File: src/cnms_pkg.sv
// ----------------------------------------------------------------------------
// cnms_pkg
// types, constants and calendar helpers of the cron next-match search
// ----------------------------------------------------------------------------
package cnms_pkg;

    // upper bound on candidates tested per query
    localparam int unsigned SEARCH_LIMIT = 527040;
    localparam int          STEP_W       = 20;

    localparam int YEAR_W    = 14;
    localparam int MONTH_W   = 4;
    localparam int DAY_W     = 5;
    localparam int HOUR_W    = 5;
    localparam int MINUTE_W  = 6;
    localparam int WDAY_W    = 3;

    localparam int CFG_DATA_W  = 60;
    localparam int CFG_INDEX_W = 3;

    localparam logic [YEAR_W-1:0]   YEAR_MAX     = 14'd9998;
    localparam logic [MONTH_W-1:0]  MONTH_FIRST  = 4'd1;
    localparam logic [MONTH_W-1:0]  MONTH_FEB    = 4'd2;
    localparam logic [MONTH_W-1:0]  MONTH_APR    = 4'd4;
    localparam logic [MONTH_W-1:0]  MONTH_JUN    = 4'd6;
    localparam logic [MONTH_W-1:0]  MONTH_SEP    = 4'd9;
    localparam logic [MONTH_W-1:0]  MONTH_NOV    = 4'd11;
    localparam logic [MONTH_W-1:0]  MONTH_LAST   = 4'd12;
    localparam logic [DAY_W-1:0]    DAY_FIRST    = 5'd1;
    localparam logic [HOUR_W-1:0]   HOUR_LAST    = 5'd23;
    localparam logic [MINUTE_W-1:0] MINUTE_LAST  = 6'd59;
    localparam logic [WDAY_W-1:0]   WDAY_LAST    = 3'd6;

    // year kept modulo the 400-year Gregorian cycle for the leap rule
    localparam int                YMOD_W      = 9;
    localparam logic [YEAR_W-1:0] YEAR_CYCLE  = 14'd400;
    localparam logic [YMOD_W-1:0] YMOD_LAST   = 9'd399;
    localparam logic [YMOD_W-1:0] YMOD_C100   = 9'd100;
    localparam logic [YMOD_W-1:0] YMOD_C200   = 9'd200;
    localparam logic [YMOD_W-1:0] YMOD_C300   = 9'd300;
    // restoring reduction: subtract 400 << 4 down to 400 << 0
    localparam int DIV_STEPS  = 5;
    localparam int DIV_STEP_W = 3;

    typedef enum logic [CFG_INDEX_W-1:0] {
        REG_MINUTE_MASK   = 3'd0,
        REG_HOUR_MASK     = 3'd1,
        REG_MONTHDAY_MASK = 3'd2,
        REG_MONTH_MASK    = 3'd3,
        REG_WEEKDAY_MASK  = 3'd4,
        REG_DAY_UNION     = 3'd5
    } cnms_reg_idx_t;

    typedef struct packed {
        logic [YEAR_W-1:0]   start_year;
        logic [MONTH_W-1:0]  start_month;
        logic [DAY_W-1:0]    start_day;
        logic [HOUR_W-1:0]   start_hour;
        logic [MINUTE_W-1:0] start_minute;
        logic [WDAY_W-1:0]   start_weekday;
    } cnms_in_t;

    typedef struct packed {
        logic                found;
        logic [YEAR_W-1:0]   match_year;
        logic [MONTH_W-1:0]  match_month;
        logic [DAY_W-1:0]    match_day;
        logic [HOUR_W-1:0]   match_hour;
        logic [MINUTE_W-1:0] match_minute;
        logic [WDAY_W-1:0]   match_weekday;
    } cnms_out_t;

    function automatic logic is_leap(input logic [YMOD_W-1:0] ymod);
        logic leap;
        if (ymod == '0) begin
            leap = 1'b1;
        end else if (ymod == YMOD_C100 || ymod == YMOD_C200 || ymod == YMOD_C300) begin
            leap = 1'b0;
        end else begin
            leap = (ymod[1:0] == 2'b00);
        end
        return leap;
    endfunction

    function automatic logic [DAY_W-1:0] month_days(input logic leap,
                                                    input logic [MONTH_W-1:0] month);
        logic [DAY_W-1:0] days;
        case (month) inside
            MONTH_FEB: begin
                days = leap ? 5'd29 : 5'd28;
            end
            MONTH_APR, MONTH_JUN, MONTH_SEP, MONTH_NOV: begin
                days = 5'd30;
            end
            default: begin
                days = 5'd31;
            end
        endcase
        return days;
    endfunction

endpackage

File: src/cron_next_match_search.sv
// ----------------------------------------------------------------------------
// cron_next_match_search
// steps minute by minute from a start time to the first minute that hits the
// configured cron masks, with Gregorian month lengths, leap years and weekdays
// ----------------------------------------------------------------------------
//  channel   ports                        payload      direction
//  s_        s_valid / s_ready            cnms_in_t    start time in
//  m_        m_valid / m_ready            cnms_out_t   match result out
//  cfg_      cfg_wr_en / cfg_index        cfg_data     mask registers in
//
// after the input transfer, ST_YMOD reduces the year modulo 400 and ST_CLAMP clamps the
// day, then ST_SEARCH tests one candidate minute per cycle (at most SEARCH_LIMIT) and
// ST_FINISH loads the result: m_valid and s_ready rise together when it is loaded
// s_ready is low while a query runs; a finished result waits in the output
// register, so the next query may start meanwhile but cannot finish until it leaves
// aresetn is synchronous, active low; it restores all-ones masks, intersection
// ----------------------------------------------------------------------------
module cron_next_match_search import cnms_pkg::*; (
    input  logic                   aclk,
    input  logic                   aresetn,

    input  logic                   cfg_wr_en,
    input  logic [CFG_INDEX_W-1:0] cfg_index,
    input  logic [CFG_DATA_W-1:0]  cfg_data,

    input  logic                   s_valid,
    output logic                   s_ready,
    input  cnms_in_t               s_data,

    output logic                   m_valid,
    input  logic                   m_ready,
    output cnms_out_t              m_data
);

    typedef enum logic [2:0] {
        ST_IDLE,
        ST_YMOD,
        ST_CLAMP,
        ST_SEARCH,
        ST_FINISH
    } state_t;

    // configuration
    logic [59:0] minute_mask_reg;
    logic [23:0] hour_mask_reg;
    logic [30:0] monthday_mask_reg;
    logic [11:0] month_mask_reg;
    logic [6:0]  weekday_mask_reg;
    logic        day_union_reg;

    always_ff @(posedge aclk) begin
        if (!aresetn) begin
            minute_mask_reg   <= '1;
            hour_mask_reg     <= '1;
            monthday_mask_reg <= '1;
            month_mask_reg    <= '1;
            weekday_mask_reg  <= '1;
            day_union_reg     <= 1'b0;
        end else if (cfg_wr_en) begin
            case (cfg_index)
                REG_MINUTE_MASK:   minute_mask_reg   <= cfg_data[59:0];
                REG_HOUR_MASK:     hour_mask_reg     <= cfg_data[23:0];
                REG_MONTHDAY_MASK: monthday_mask_reg <= cfg_data[30:0];
                REG_MONTH_MASK:    month_mask_reg    <= cfg_data[11:0];
                REG_WEEKDAY_MASK:  weekday_mask_reg  <= cfg_data[6:0];
                REG_DAY_UNION:     day_union_reg     <= cfg_data[0];
                default: begin
                end
            endcase
        end
    end

    state_t                  state_reg, state_next;
    logic [YEAR_W-1:0]       year_reg, year_next;
    logic [MONTH_W-1:0]      month_reg, month_next;
    logic [DAY_W-1:0]        day_reg, day_next;
    logic [HOUR_W-1:0]       hour_reg, hour_next;
    logic [MINUTE_W-1:0]     minute_reg, minute_next;
    logic [WDAY_W-1:0]       wday_reg, wday_next;
    logic [YEAR_W-1:0]       ymod_reg, ymod_next;
    logic [DIV_STEP_W-1:0]   div_cnt_reg, div_cnt_next;
    logic [STEP_W-1:0]       step_cnt_reg, step_cnt_next;
    logic                    found_reg, found_next;
    logic                    m_valid_reg, m_valid_next;
    cnms_out_t               m_data_reg, m_data_next;

    // calendar of the current candidate
    logic                    leap_cur;
    logic [DAY_W-1:0]        dim_cur;

    // advance unit: current candidate plus one minute
    logic [YEAR_W-1:0]       adv_year;
    logic [MONTH_W-1:0]      adv_month;
    logic [DAY_W-1:0]        adv_day;
    logic [HOUR_W-1:0]       adv_hour;
    logic [MINUTE_W-1:0]     adv_minute;
    logic [WDAY_W-1:0]       adv_wday;
    logic [YEAR_W-1:0]       adv_ymod;
    logic                    adv_match;
    logic                    dom_hit, dow_hit, day_ok;
    logic [DAY_W-1:0]        adv_day_idx;
    logic [MONTH_W-1:0]      adv_month_idx;

    // reduction step
    logic [DIV_STEP_W-1:0]   div_shamt;
    logic [YEAR_W-1:0]       div_sub;

    // input clamp
    logic [YEAR_W-1:0]       in_year;
    logic [MONTH_W-1:0]      in_month;
    logic [HOUR_W-1:0]       in_hour;
    logic [MINUTE_W-1:0]     in_minute;
    logic [WDAY_W-1:0]       in_wday;

    assign leap_cur = is_leap(ymod_reg[YMOD_W-1:0]);
    assign dim_cur  = month_days(leap_cur, month_reg);

    always_comb begin
        in_year   = (s_data.start_year > YEAR_MAX) ? YEAR_MAX : s_data.start_year;
        in_month  = s_data.start_month;
        if (in_month < MONTH_FIRST) begin
            in_month = MONTH_FIRST;
        end else if (in_month > MONTH_LAST) begin
            in_month = MONTH_LAST;
        end
        in_hour   = (s_data.start_hour > HOUR_LAST) ? HOUR_LAST : s_data.start_hour;
        in_minute = (s_data.start_minute > MINUTE_LAST) ? MINUTE_LAST
                                                        : s_data.start_minute;
        in_wday   = (s_data.start_weekday > WDAY_LAST) ? '0 : s_data.start_weekday;
    end

    always_comb begin
        adv_year   = year_reg;
        adv_month  = month_reg;
        adv_day    = day_reg;
        adv_hour   = hour_reg;
        adv_minute = minute_reg + 6'd1;
        adv_wday   = wday_reg;
        adv_ymod   = ymod_reg;
        if (minute_reg == MINUTE_LAST) begin
            adv_minute = '0;
            if (hour_reg == HOUR_LAST) begin
                adv_hour = '0;
                adv_wday = (wday_reg >= WDAY_LAST) ? '0 : wday_reg + 3'd1;
                if (day_reg >= dim_cur) begin
                    adv_day = DAY_FIRST;
                    if (month_reg == MONTH_LAST) begin
                        adv_month = MONTH_FIRST;
                        adv_year  = year_reg + 14'd1;
                        adv_ymod  = (ymod_reg[YMOD_W-1:0] == YMOD_LAST) ? '0
                                                                        : ymod_reg + 14'd1;
                    end else begin
                        adv_month = month_reg + 4'd1;
                    end
                end else begin
                    adv_day = day_reg + 5'd1;
                end
            end else begin
                adv_hour = hour_reg + 5'd1;
            end
        end
    end

    assign adv_day_idx   = adv_day - DAY_FIRST;
    assign adv_month_idx = adv_month - MONTH_FIRST;
    assign dom_hit   = monthday_mask_reg[adv_day_idx];
    assign dow_hit   = weekday_mask_reg[adv_wday];
    assign day_ok    = day_union_reg ? (dom_hit || dow_hit) : (dom_hit && dow_hit);
    assign adv_match = month_mask_reg[adv_month_idx] && day_ok
                    && hour_mask_reg[adv_hour] && minute_mask_reg[adv_minute];

    assign div_shamt = DIV_STEP_W'(DIV_STEPS - 1) - div_cnt_reg;
    assign div_sub   = YEAR_CYCLE << div_shamt;

    always_comb begin
        state_next    = state_reg;
        year_next     = year_reg;
        month_next    = month_reg;
        day_next      = day_reg;
        hour_next     = hour_reg;
        minute_next   = minute_reg;
        wday_next     = wday_reg;
        ymod_next     = ymod_reg;
        div_cnt_next  = div_cnt_reg;
        step_cnt_next = step_cnt_reg;
        found_next    = found_reg;
        m_valid_next  = m_valid_reg && !m_ready;
        m_data_next   = m_data_reg;

        case (state_reg)
            ST_IDLE: begin
                if (s_valid) begin
                    year_next    = in_year;
                    month_next   = in_month;
                    day_next     = s_data.start_day;
                    hour_next    = in_hour;
                    minute_next  = in_minute;
                    wday_next    = in_wday;
                    ymod_next    = in_year;
                    div_cnt_next = '0;
                    state_next   = ST_YMOD;
                end
            end
            ST_YMOD: begin
                if (ymod_reg >= div_sub) begin
                    ymod_next = ymod_reg - div_sub;
                end
                div_cnt_next = div_cnt_reg + 3'd1;
                if (div_cnt_reg == DIV_STEP_W'(DIV_STEPS - 1)) begin
                    state_next = ST_CLAMP;
                end
            end
            ST_CLAMP: begin
                if (day_reg < DAY_FIRST) begin
                    day_next = DAY_FIRST;
                end else if (day_reg > dim_cur) begin
                    day_next = dim_cur;
                end
                step_cnt_next = '0;
                state_next    = ST_SEARCH;
            end
            ST_SEARCH: begin
                year_next     = adv_year;
                month_next    = adv_month;
                day_next      = adv_day;
                hour_next     = adv_hour;
                minute_next   = adv_minute;
                wday_next     = adv_wday;
                ymod_next     = adv_ymod;
                step_cnt_next = step_cnt_reg + 20'd1;
                if (adv_match) begin
                    found_next = 1'b1;
                    state_next = ST_FINISH;
                end else if (step_cnt_next == STEP_W'(SEARCH_LIMIT)) begin
                    found_next = 1'b0;
                    state_next = ST_FINISH;
                end
            end
            ST_FINISH: begin
                // output register free or being emptied this cycle
                if (!m_valid_reg || m_ready) begin
                    m_valid_next = 1'b1;
                    m_data_next  = '0;
                    if (found_reg) begin
                        m_data_next.found         = 1'b1;
                        m_data_next.match_year    = year_reg;
                        m_data_next.match_month   = month_reg;
                        m_data_next.match_day     = day_reg;
                        m_data_next.match_hour    = hour_reg;
                        m_data_next.match_minute  = minute_reg;
                        m_data_next.match_weekday = wday_reg;
                    end
                    state_next = ST_IDLE;
                end
            end
            default: begin
                state_next = ST_IDLE;
            end
        endcase
    end

    always_ff @(posedge aclk) begin
        if (!aresetn) begin
            state_reg    <= ST_IDLE;
            m_valid_reg  <= 1'b0;
            found_reg    <= 1'b0;
            div_cnt_reg  <= '0;
            step_cnt_reg <= '0;
        end else begin
            state_reg    <= state_next;
            m_valid_reg  <= m_valid_next;
            found_reg    <= found_next;
            div_cnt_reg  <= div_cnt_next;
            step_cnt_reg <= step_cnt_next;
        end
        year_reg   <= year_next;
        month_reg  <= month_next;
        day_reg    <= day_next;
        hour_reg   <= hour_next;
        minute_reg <= minute_next;
        wday_reg   <= wday_next;
        ymod_reg   <= ymod_next;
        m_data_reg <= m_data_next;
    end

    assign s_ready = (state_reg == ST_IDLE);
    assign m_valid = m_valid_reg;
    assign m_data  = m_data_reg;

endmodule

File: config.mk
export PLATFORM = sky130hd
export DESIGN_NAME = cron_next_match_search
export DESIGN_NICKNAME = d
export VERILOG_FILES = /design/src/cnms_pkg.sv /design/src/cron_next_match_search.sv
export SDC_FILE = /design/constraint.sdc
export NUM_CORES = 1
export LEC_CHECK = 0
export BUFFER_PORTS_ARGS = -buffer_cell sky130_fd_sc_hd__buf_4
export CAP_MARGIN = 20
export CORE_MARGIN = 2
export CORE_UTILIZATION = 60
export CTS_CLUSTER_DIAMETER = 80
export DETAILED_ROUTE_END_ITERATION = 16
export PLACE_DENSITY = 0.81
export SYNTH_ARGS = -nofsm -noshare
export SYNTH_HDL_FRONTEND = slang
export SYNTH_SLANG_ARGS = --single-unit
File: constraint.sdc
create_clock -name aclk -period 5.4 [get_ports aclk]
set_input_delay 0.27 -clock aclk [delete_from_list [all_inputs] [get_ports aclk]]
set_output_delay 0.27 -clock aclk [all_outputs]
set_load 0.1 [all_outputs]
=== Word level (Yosys, flattened, before mapping) ===
Cells that the tools add are included.

* Add/sub/neg operators: 13
* Magnitude comparators: 16
* Equality and inequality tests: 33
* Shift-type cells: 1
* Muxes and demuxes: 74
* Reductions and logical operators: 36

{| class="wikitable"
|+ Operator list
! operator !! number
|-
| $mux W14 || 12
|-
| $mux W5 || 10
|-
| $pmux W14 S3 || 1
|-
| $pmux W20 S2 || 1
|-
| $mux W38 || 1
|-
| $mux W3 || 11
|-
| $add A14 B1 Y14 const B || 2
|-
| $mux W4 || 7
|-
| $pmux W14 S2 || 1
|-
| $add A20 B1 Y20 const B || 1
|-
| $eq A20 B20 Y1 const B || 1
|-
| $reduce_and A2 Y1 || 10
|-
| $eq A9 B9 Y1 const B || 2
|-
| $mux W6 || 3
|-
| $ne A2 B2 Y1 const B || 8
|-
| $pmux W3 S5 || 1
|-
| $pmux W5 S3 || 1
|-
| $ge A14 B14 Y1 || 1
|-
| $gt A14 B14 Y1 const B || 1
|-
| $mux W1 || 14
|-
| $shl A9 B3 Y14 const A || 1
|-
| $sub A14 B14 Y14 || 1
|-
| $eq A3 B2 Y1 const B || 4
|-
| $eq A3 B3 Y1 const B || 4
|-
| 51 further kinds || 74
|}

* Register bits after elaboration: 252
* Input port bits: 105
* Output and inout port bits: 40
* Logic and storage cells: 198

=== Logic depth before layout (Yosys ltp) ===
* Depth in word-level cells: 21
* Gate-level depth with buffers: 22

=== Worst setup path after synthesis ===
Ideal clock, no wire load.

* Path type: flip-flop to flip-flop
* Start: register state_reg[0]
* End: register ymod_reg[0] (enable)
* Setup time: 0.392 ns
* Arrival time: 3.980 ns
* Slack: 1.028 ns
* Stages on the path, launching flop included: 5
* Cells stage by stage: dfxtp_1 -> clkbuf_1 -> nor3_1 -> nand2_1 -> a22oi_1

* Cells in the longest elaborated chain, start to end: 3
* Elaborated cells on any way between the ends: 11
* Classes of those cells: 8 x eq/ne; 3 x reduce/logical

{| class="wikitable"
|+ RTL lines
! element !! line !! RTL
|-
| start, declared || cron_next_match_search.sv:73 || <nowiki>state_t state_reg, state_next;</nowiki>
|-
| start signal, assigned || cron_next_match_search.sv:270 || <nowiki>state_reg <= state_next;</nowiki>
|-
| $logic_not A3 Y1 (*) || - ||
|-
| via s_ready || cron_next_match_search.sv:27 || <nowiki>output logic s_ready,</nowiki>
|-
| $ne A2 B2 Y1 (no source line) / $reduce_bool A3 Y1 (equally long branches) || - ||
|-
| $reduce_and A7 Y1 (no source line) (*) || - ||
|-
| end signal, assigned || cron_next_match_search.sv:282 || <nowiki>ymod_reg <= ymod_next;</nowiki>
|-
| end, declared || cron_next_match_search.sv:80 || <nowiki>logic [YEAR_W-1:0] ymod_reg, ymod_next;</nowiki>
|}

The timed path passes the listed nets; every way through them passes the cells marked *.
A chain may end at the register's enable or synchronous reset.

=== Final worst setup path ===
* Start: register month_reg[0]
* End: register found_reg

* Cells in the longest elaborated chain, start to end: 18
* Elaborated cells on any way between the ends: 33
* Classes of those cells: 3 x add/sub; 1 x order compare; 6 x eq/ne; 15 x mux; 8 x reduce/logical

{| class="wikitable"
|+ RTL lines
! element !! line !! RTL
|-
| start, declared || cron_next_match_search.sv:75 || <nowiki>logic [MONTH_W-1:0] month_reg, month_next;</nowiki>
|-
| start signal, assigned || cron_next_match_search.sv:277 || <nowiki>month_reg <= month_next;</nowiki>
|-
| $eq A4 B3 Y1 / $eq A4 B4 Y1 (equally long branches) || cron_next_match_search.sv:116 || <nowiki>assign dim_cur = month_days(leap_cur, month_reg);</nowiki>
|-
| $reduce_or A4 Y1 || cnms_pkg.sv:88 || <nowiki>case (month) inside</nowiki>
|-
| $mux W1 || cnms_pkg.sv:88 ||
|-
| $mux W2 || cnms_pkg.sv:88 ||
|-
| $ge A5 B5 Y1 || cron_next_match_search.sv:145 || <nowiki>if (day_reg >= dim_cur) begin</nowiki>
|-
| $mux W5 || cron_next_match_search.sv:145 ||
|-
| $mux W5 || cron_next_match_search.sv:142 || <nowiki>if (hour_reg == HOUR_LAST) begin</nowiki>
|-
| $mux W5 || cron_next_match_search.sv:140 || <nowiki>if (minute_reg == MINUTE_LAST) begin</nowiki>
|-
| $sub A5 B1 Y5 || cron_next_match_search.sv:164 || <nowiki>assign adv_day_idx = adv_day - DAY_FIRST;</nowiki>
|-
| $bmux W1 S5 || cron_next_match_search.sv:166 || <nowiki>assign dom_hit = monthday_mask_reg[adv_day_idx];</nowiki>
|-
| $mux W1 (not written as such) || cron_next_match_search.sv:166 ||
|-
| $logic_and A1 B1 Y1 / $logic_or A1 B1 Y1 (equally long branches) || cron_next_match_search.sv:168 || <nowiki>assign day_ok = day_union_reg ? (dom_hit || dow_hit) : (dom_hit && dow_hit);</nowiki>
|-
| $mux W1 || cron_next_match_search.sv:168 ||
|-
| $logic_and A1 B1 Y1 (*) || cron_next_match_search.sv:169 || <nowiki>assign adv_match = month_mask_reg[adv_month_idx] && day_ok</nowiki>
|-
| $logic_and A1 B1 Y1 (*) (2 in series) || cron_next_match_search.sv:170 || <nowiki>&& hour_mask_reg[adv_hour] && minute_mask_reg[adv_minute];</nowiki>
|-
| $reduce_bool A2 Y1 (no source line) || - ||
|-
| $reduce_and A2 Y1 (no source line) || - ||
|-
| end signal, assigned || cron_next_match_search.sv:272 || <nowiki>found_reg <= found_next;</nowiki>
|-
| end, declared || cron_next_match_search.sv:83 || <nowiki>logic found_reg, found_next;</nowiki>
|}

Every way passes the cells marked *; elsewhere a longest branch is shown, timed or not. The select of a mux whose other input is x is not followed.

==> results.cfg <==
[cts]
path_clk_slew_ps = 70
htreeDepth = 1
worstSkewPairLatency_ps = 540
post_cts_buffers = 0
clkSinkCount = 252
cts_tree = yes
cts_root_buf = clkbuf_16
clk_path_buf_depth = 3
cts_resized = 0
holdBufCountCts = 50
cts-buffers-inserted = 27

[finish]
largest_register_ffs = 60
final_cell_area_sq_mm = 0.0162
most-common-layout-cells = nand2_1, nand3_1, dfxtp_1
final_cells = 2022
fin_nets = 1859
layout_commonest_cell = nand2_1
areaGrowthSynthToFinish_pct = 19.6
antenna_cells = 0
drive_gt1_share_pct = 15.3

[status]
status = finished, final reports clean

[grt]
grt_pass1_wl_microns = 60600
antenna_found_initial = 0
grt_max_degree = 110
grt_pass1_vias = 11700
track_usage_pct = 31.6
grt-ovfl-total = 0

[timing]
hold_viol = 0
setup_viol = 0
finalCritPeriodShare_pct = 91.0
fmaxAchievable_mhz = 204
tns_ps = 0
relSlewSlack_pct = 30.0
min_period_ps = 4910
worst_pin_slew_ps = 1050
whs_ps = 13.0
fin_skew_ps = 17.8
rsz0062_at_grt = false
finalMaxSlewViolations = 0

[yosys]
async_reset_ff_share_pct = 0
syn_area_per_cell_sq_um = 8.53
synth_edf_count = 89
ys_seq_elements = 252
ys.flop_type = dfxtp_1
synthesis.nets = 1721
seq_area_frac_synth_pct = 43.9
yosysUniqueCellTypes = 86
netlist_area_sq_mm = 0.0135
syn_inst = 1584
yosysWarnings = 0

[place]
portBuffers = 144
place_area_sq_mm = 0.0146
dp_hpwl_microns = 25900
gp_congestion = 0.903
post-place-cells = 1918

[drt]
drt_iter0_drc = 1336
first_pass_iters = 6
drt_wl_total_microns = 38600
num_vias = 12500
vias_per_cell = 6.20
ant_nets = 0
route.detailed.drc = 0
wire_per_inst_microns = 19.1

[job]
drv_cap = 0

[power]
clock_power_share_pct = 40.2
p_leak_uw = 0.00664
switching_share_pct = 26.5
p_sw_uw = 1290
pwr-share-comb_pct = 15.5
powerDensity_mw_per_mm2 = 301
seq_power_share_pct = 44.3
ir_drop_mv = 0.255
p_int_uw = 3580

[worst_setup_path]
cp_data_arrival_time_ps = 5340
criticalPathCategory = reg -> reg
critPathCapture = found_reg
r2r_start = month_reg[0]
start_kind = register
setup.worst_path.end_class = register
cp.required_ps = 5830
rr_endpoint = found_reg
rr_worst_depth = 20
ff2ff_setup_slack_ps = 490
crit_start = month_reg[0]
crit_fanout = 12

[hold_path]
hold_path.class = in -> reg

[floorplan]
die_h_microns = 154
die_area_sq_mm = 0.0237
rows = 54
io_pins = 145
dieWidth_microns = 154
core_region_area_sq_mm = 0.0220
initial_core_util_pct = 61.5
==> area by class of cell <==
class	instances	area (sq um)
Fill cell	1638	5790
Inverter	27	101
Clock inverter	8	98.8
Clock buffer	41	851
Timing Repair Buffer	211	1770
Multi-Input combinational cell	1203	7060
Sequential cell	252	5940
Tap cell	280	350
==> synthesized netlist by cell type (5+ instances only) <==
cell type,count,area [sq um]
a211oi_1,11,82.6
a21oi_1,51,255
a221oi_1,8,70.1
a22o_1,5,43.8
a22oi_1,7,52.6
a311oi_1,6,52.6
a31oi_1,14,87.6
and2_1,41,257
and3_1,20,125
and4_1,8,70.1
buf_2,9,45.0
clkbuf_1,84,315
dfxtp_1,163,3260
edfxtp_1,89,2670
ha_1,32,400
inv_1,25,93.8
mux2_2,19,214
mux2i_1,24,240
mux4_2,12,270
nand2_1,382,1430
nand2b_1,10,62.6
nand3_1,179,896
nand3b_1,5,37.5
nand4_1,14,87.6
nor2_1,73,274
nor2b_1,7,43.8
nor3_1,26,130
o211ai_1,8,60.1
o21a_1,6,45.0
o21ai_0,74,370
o221ai_1,8,70.1
o22ai_1,13,81.3
o31a_1,5,43.8
or2_2,6,37.5
or3_1,6,37.5
xnor2_1,14,123
xor2_1,24,210
==> kinds of logic (layout without fill, tap and decap cells) <==
kind of cell	Yosys count	count (layout)	synth area share, %
multiplexers	55	55	5.36
adder cells (fa/ha/maj)	32	32	2.96
XOR/XNOR	38	38	2.46
flip-flops	252	252	43.9
AND/OR/NAND/NOR	803	803	27.6
buffers and inverters	129	287	3.92
AO/OA/AOI/OAI	275	275	13.8
==> metrics by stage <==
stage / setup slack (ps) / total power, uW / utilization (%)
detailed placement: 556 / 2890 / 66.6
CTS: 506 / 4850 / 73.2
finish: 487 / 4870 / 73.6
global placement: 688 / 2880 / 66.5
floorplan: 1030 / 2660 / -
global route: 93.6 / 5030 / 73.6
==> power groups by stage <==
| stage | combinational, uW | sequential [uW] | clock [uW] |
|---|---|---|---|
| floorplan | 507 | 2150 | 0 |
| global placement | 687 | 2190 | 0 |
| detailed placement | 701 | 2190 | 0 |
| CTS | 735 | 2150 | 1970 |
| global route | 827 | 2170 | 2040 |
| finish | 755 | 2160 | 1950 |
==> metal layers <==
metal / GRT usage (%) / share of wire, % / vias up
li1: - / - / 5949
met1: 42.0 / 40 / 5887
met2: 52.1 / 47 / 603
met3: 4.88 / 8.5 / 99
met4: 12.2 / 3.8 / 0
met5: 0 / 0 / -
==> worst min path at each step <==
stage / from / end / depth (start not counted)
after floorplan: cfg_data[0] / hour_mask_reg[0] / 2
after global placement: hour_mask_reg[1] / hour_mask_reg[1] / 2
after detailed placement: minute_mask_reg[15] / minute_mask_reg[15] / 2
after CTS: cfg_data[8] / month_mask_reg[8] / 3
after global routing: cfg_data[5] / month_mask_reg[5] / 3
final: cfg_data[8] / month_mask_reg[8] / 3
==> critical path: stages, from the launching register on <==
cell       delay (ps)
edfxtp_1          520
inv_1             240
ha_1              260
nor2_1             50
or3_1             310
o21ai_0            80
a21oi_1            80
ha_1              300
nand2b_1          180
a21oi_1           300
o211ai_1          130
a21boi_2          210
inv_2             260
ha_1              330
inv_1             220
mux4_2            330
o21ai_0            90
a21oi_1           100
a2111oi_2         440
nor4_2            130
a31o_1            240
Note: power is estimated with default switching activity, not from simulation.
